$ cat config.mk
export PLATFORM = sky130hd
export DESIGN_NAME = bba_id_split
export DESIGN_NICKNAME = d
export VERILOG_FILES = /design/src/hw/rtl/assert_macros.svh /design/src/hw/rtl/bba_pkg.sv /design/src/hw/rtl/bba_id_split.sv
export SDC_FILE = /design/constraint.sdc
export NUM_CORES = 1
export LEC_CHECK = 0
export BUFFER_PORTS_ARGS = -buffer_cell sky130_fd_sc_hd__buf_2
export CORE_MARGIN = 4
export CORE_UTILIZATION = 40
export CTS_BUF_LIST = sky130_fd_sc_hd__clkbuf_16
export DETAILED_ROUTE_END_ITERATION = 6
export PLACE_DENSITY = 0.84
export SETUP_SLACK_MARGIN = 0.4
export SKIP_CTS_REPAIR_TIMING = 1
export SLEW_MARGIN = 20
export SYNTH_ARGS = -nofsm -noshare
export SYNTH_HDL_FRONTEND = slang
export SYNTH_SLANG_ARGS = --single-unit
$ cat constraint.sdc
create_clock -name clk -period 0.8 [get_ports clk]
set_input_delay 0.08 -clock clk [delete_from_list [all_inputs] [get_ports clk]]
set_output_delay 0.08 -clock clk [all_outputs]
set_load 0.02 [all_outputs]
$ cat src/hw/rtl/assert_macros.svh
// Assertion macros used by the top level of the block allocator.
// Depends on nothing; full checks in simulation, empty bodies for synthesis.
`ifndef ASSERT_MACROS_SVH
`define ASSERT_MACROS_SVH
`ifndef SYNTHESIS
// Check that a property holds at every clock edge outside reset.
`define BBA_ASSERT(label, clk, rst_n, prop, msg) \
	label: assert property (@(posedge clk) disable iff (!rst_n) (prop)) else $error(msg);
// Check that a condition never occurs outside reset.
`define BBA_NEVER(label, clk, rst_n, cond, msg) \
	label: assert property (@(posedge clk) disable iff (!rst_n) !(cond)) else $error(msg);
`else
`define BBA_ASSERT(label, clk, rst_n, prop, msg)
`define BBA_NEVER(label, clk, rst_n, cond, msg)
`endif
`endif

$ cat src/hw/rtl/bba_pkg.sv
// Package of the bitmap block allocator: payload structs, mode codes and defaults.
// Used by bba_id_split and bitmap_block_allocator; depends on nothing.
package bba_pkg;

	localparam int ID_W = 16;

	localparam int NUM_BLOCKS_DEF      = 65536;
	localparam int RESERVED_BLOCKS_DEF = 16;
	localparam int MAP_WORD_BITS_DEF   = 64;

	// largest block number that granted_block can carry, plus one
	localparam int ID_SPAN = 65536;

	localparam logic [1:0] MODE_ALLOC   = 2'd0;
	localparam logic [1:0] MODE_REQUEST = 2'd1;
	localparam logic [1:0] MODE_RELEASE = 2'd2;

	typedef struct packed {
		logic [1:0]      mode;
		logic [ID_W-1:0] blk_num;
	} bba_req_t;

	typedef struct packed {
		logic            ok;
		logic [ID_W-1:0] granted_block;
	} bba_rsp_t;

endpackage

$ cat src/hw/rtl/bba_id_split.sv
// Two-stage split of a block number into map word index and bit offset.
// Uses bba_pkg; divides by the word width through a reciprocal multiply.
module bba_id_split #(
	parameter int WORD_BITS = bba_pkg::MAP_WORD_BITS_DEF,
	parameter int ADDR_W    = 10,
	parameter int BIT_W     = 6
) (
	input  logic                      clk,
	input  logic [bba_pkg::ID_W-1:0]  id,
	output logic [ADDR_W-1:0]         word_s2,
	output logic [BIT_W-1:0]          bit_s2
);

	localparam int L_W   = $clog2(WORD_BITS);
	localparam int SHIFT = bba_pkg::ID_W + L_W;
	localparam int M_W   = bba_pkg::ID_W + 2;
	localparam int P_W   = bba_pkg::ID_W + M_W;
	// ceiling reciprocal: exact quotient for every 16-bit id
	localparam logic [M_W-1:0] RECIP =
		M_W'(((64'd1 << SHIFT) + 64'(WORD_BITS) - 64'd1) / 64'(WORD_BITS));

	logic [P_W-1:0]               prod;
	logic [bba_pkg::ID_W-1:0]     q_s1;
	logic [bba_pkg::ID_W-1:0]     id_s1;
	logic [bba_pkg::ID_W-1:0]     back;

	assign prod = P_W'(id) * P_W'(RECIP);
	assign back = q_s1 * bba_pkg::ID_W'(WORD_BITS);

	always_ff @(posedge clk) begin
		q_s1    <= bba_pkg::ID_W'(prod >> SHIFT);
		id_s1   <= id;
		word_s2 <= ADDR_W'(q_s1);
		bit_s2  <= BIT_W'(id_s1 - back);
	end

endmodule
-- Word level (Yosys, flattened, before mapping)
Cells that the tools add are included.
- register bits: 32
- input port bits: 17
- output and inout bits: 16
- add/sub/neg operators: 1
- operators with widths (operator ; count):
    $sub A6 B1 Y6 const B ; 1

-- Longest topological paths before layout
- depth in word-level cells: 1
- mapped depth: 0
- gate-level depth less buffers: 0

-- Least setup slack after synthesis
Ideal clock, no wire load.
- path kind: reg-to-output
- from: register bit_s2[0]
- to: output bit_s2[0]
- arrival time: 0.395 ns
- data required time: 0.720 ns
- slack: 0.325 ns
- stages on the path, launching flop included: 1
- path through: dfxtp_1
- RTL lines (element ; RTL line ; source):
    start: declaration ; bba_id_split.sv:11 ; output logic [BIT_W-1:0] bit_s2
    start signal: assignment ; bba_id_split.sv:34 ; bit_s2 <= BIT_W'(id_s1 - back);
No word-level cell between the ends.

-- Worst setup path after layout
- from: register bit_s2[0]
- to: output bit_s2[0]
No word-level cell between the ends.

==> impl_metrics.env <==
export IMPL_fill_cells=87
export IMPL_clock_path_buffers=2
export IMPL_relSlewSlack_pct=95.0
export IMPL_gp_congestion=0.613
export IMPL_hp_class="input pin to flop"
export IMPL_ys_warnings_count=0
export IMPL_cts_tree="built"
export IMPL_synth_seq_cells=32
export IMPL_finalSetupViolCount=10
export IMPL_status="finished with violations"
export IMPL_setup_tns_ps=-22.3
export IMPL_swShare_pct=19.3
export IMPL_netlist_cell_type_count=1
export IMPL_wire_per_inst_microns=14.0
export IMPL_final_cell_mix="dfxtp_4 (16), buf_2 (16), buf_6 (16)"
export IMPL_antenna_left=0
export IMPL_syn_area_sq_um=641
export IMPL_grt_max_degree=10
export IMPL_start_util_pct=42.5
export IMPL_n_antenna_cell=0
export IMPL_post_place_ws_ps=248
export IMPL_io_buffers=32
export IMPL_finClkSkew_ps=6.25
export IMPL_die_y_microns=48.0
export IMPL_slew_violations=0
export IMPL_path_cells="buf_6"
export IMPL_grt_antenna_before_repair=0
export IMPL_cts_sinks=32
export IMPL_rows=14
export IMPL_fin_hold_ws_ps=-90.4
export IMPL_num_multi_input_gates=0
export IMPL_grt_overflow=0
export IMPL_fmax_ghz=1.24
export IMPL_period_share_pct=101
export IMPL_drt_initial_drc_count=3
export IMPL_crit_type="flop to output pin"
export IMPL_place_inst=80
export IMPL_num_vias=351
export IMPL_cp_slowest_stage_delay_ps=340
export IMPL_ir_drop_mv=2.57
export IMPL_drc=0
export IMPL_area_growth_pct=75.6
export IMPL_vias_per_cell=3.99
export IMPL_ys_seq_area_share_pct=100
export IMPL_synth_cells=32
export IMPL_syn_nets=49
export IMPL_cap_violations=0
export IMPL_rsz0062_at_grt="true"
export IMPL_tightestPinTransition_ps=74.8
export IMPL_netSwitchingPower_uw=690
export IMPL_internal_power_uw=2880
export IMPL_grt_first_pass_wirelength_microns=1500
export IMPL_routed_wirelength_microns=1230
export IMPL_slowest_stage="dfxtp_4"
export IMPL_path_buf_inv=1
export IMPL_drt_pre_antenna_iters=2
export IMPL_io_pins=33
export IMPL_critPathLaunchType="flop"
export IMPL_core_sq_um=1510
export IMPL_violations="hold timing, setup timing"
export IMPL_clkTransAtPathRegs_ps=50
export IMPL_cp_data_arrival_time_ps=730
export IMPL_postPlaceCellArea_sq_um=881
export IMPL_critPathCaptureType="output pin"
export IMPL_first_global_vias=328
export IMPL_clockPowerShare_pct=47.4
export IMPL_cellPowerDensity_nw_per_um2=3170
export IMPL_die_x_microns=48.0
export IMPL_numCtsBuffers=5
export IMPL_timing_final_ws_setup_ps=-5.69
export IMPL_multi_input_area_sq_um=0
export IMPL_critPathTopFamily="flip-flops"
export IMPL_synth_area_per_cell_sq_um=20.0
export IMPL_cp_max_fo=1
export IMPL_critPathRequiredTime_ps=720
export IMPL_dieArea_sq_um=2310
export IMPL_grt_usage_pct=11.7
export IMPL_finalHoldViolCount=16
export IMPL_htree_levels=2
export IMPL_p_leak_uw=0.000509
export IMPL_post_route_min_period_ps=806
export IMPL_layout_drive_gt1_share_pct=81.9
export IMPL_stdcell_count=88
export IMPL_fin_area_sq_um=1120
export IMPL_combPwrFrac_pct=5.1
export IMPL_fin_nets=88
export IMPL_root_buffer="clkbuf_16"
export IMPL_p_seq_share_pct=47.5
export IMPL_clk_latency_ps=270
-- layout make-up --
cell class / count / area (sq um) / area share [%]
flip-flops and latches: 32 / 708 / 63.0
repair buffers: 32 / 260 / 23.1
clock buffers: 5 / 125 / 11.1
well taps: 16 / 20.0 / 1.78
clock inverters: 3 / 11.3 / 1.00
-- stage by stage --
| stage | utilization [%] | total power (uW) |
|---|---|---|
| 5_1_grt | 74.7 | 3710 |
| 6_report | 74.7 | 3570 |
| 3_5_place_dp | 58.5 | 1850 |
| 4_1_cts | 67.5 | 3510 |
| 3_3_place_gp | 58.5 | 1840 |
| 2_1_floorplan | - | 1760 |
-- per-layer routing --
| layer | vias to the layer above | global-route usage, % | part of all wire (%) |
|---|---|---|---|
| met2 | 18 | 19.5 | 60 |
| met3 | 2 | 9.02 | 9.0 |
| met1 | 157 | 8.47 | 30 |
| met4 | 0 | 9.68 | 1.2 |
| li1 | 174 | - | - |
| met5 | - | 0 | 0 |
-- registers in the layout, summed over array words and instances, names as in the netlist --
signal / cells
bit_s2: 6
q_s1: 10
id_s1: 6
word_s2: 10
-- power by group through the flow --
stage | clock network [uW] | registers, uW | logic (uW)
floorplan | 0 | 1760 | 0
detailed placement | 0 | 1710 | 135
finish | 1690 | 1700 | 183
CTS | 1690 | 1680 | 136
global placement | 0 | 1710 | 132
global route | 1820 | 1700 | 192
-- synth_stat cells, drive strengths merged --
master | instances | share of area, %
dfxtp | 32 | 100
-- cell families (layout without fill, tap and decap cells) --
logic type | Yosys count | count (layout) | synth area share [%]
buffers and inverters | 0 | 40 | 0
DFF | 32 | 32 | 100
-- worst paths after layout --
check | cells after the start | startpoint | endpoint | slack [ps]
max | 1 | bit_s2[0] | bit_s2[0] | -6
min | 1 | id[13] | q_s1[7] | -90
max reg2reg | 0 | id_s1[4] | bit_s2[4] | 380
min reg2reg | 0 | q_s1[3] | word_s2[3] | 320
Power figures use the tool's default switching activity.
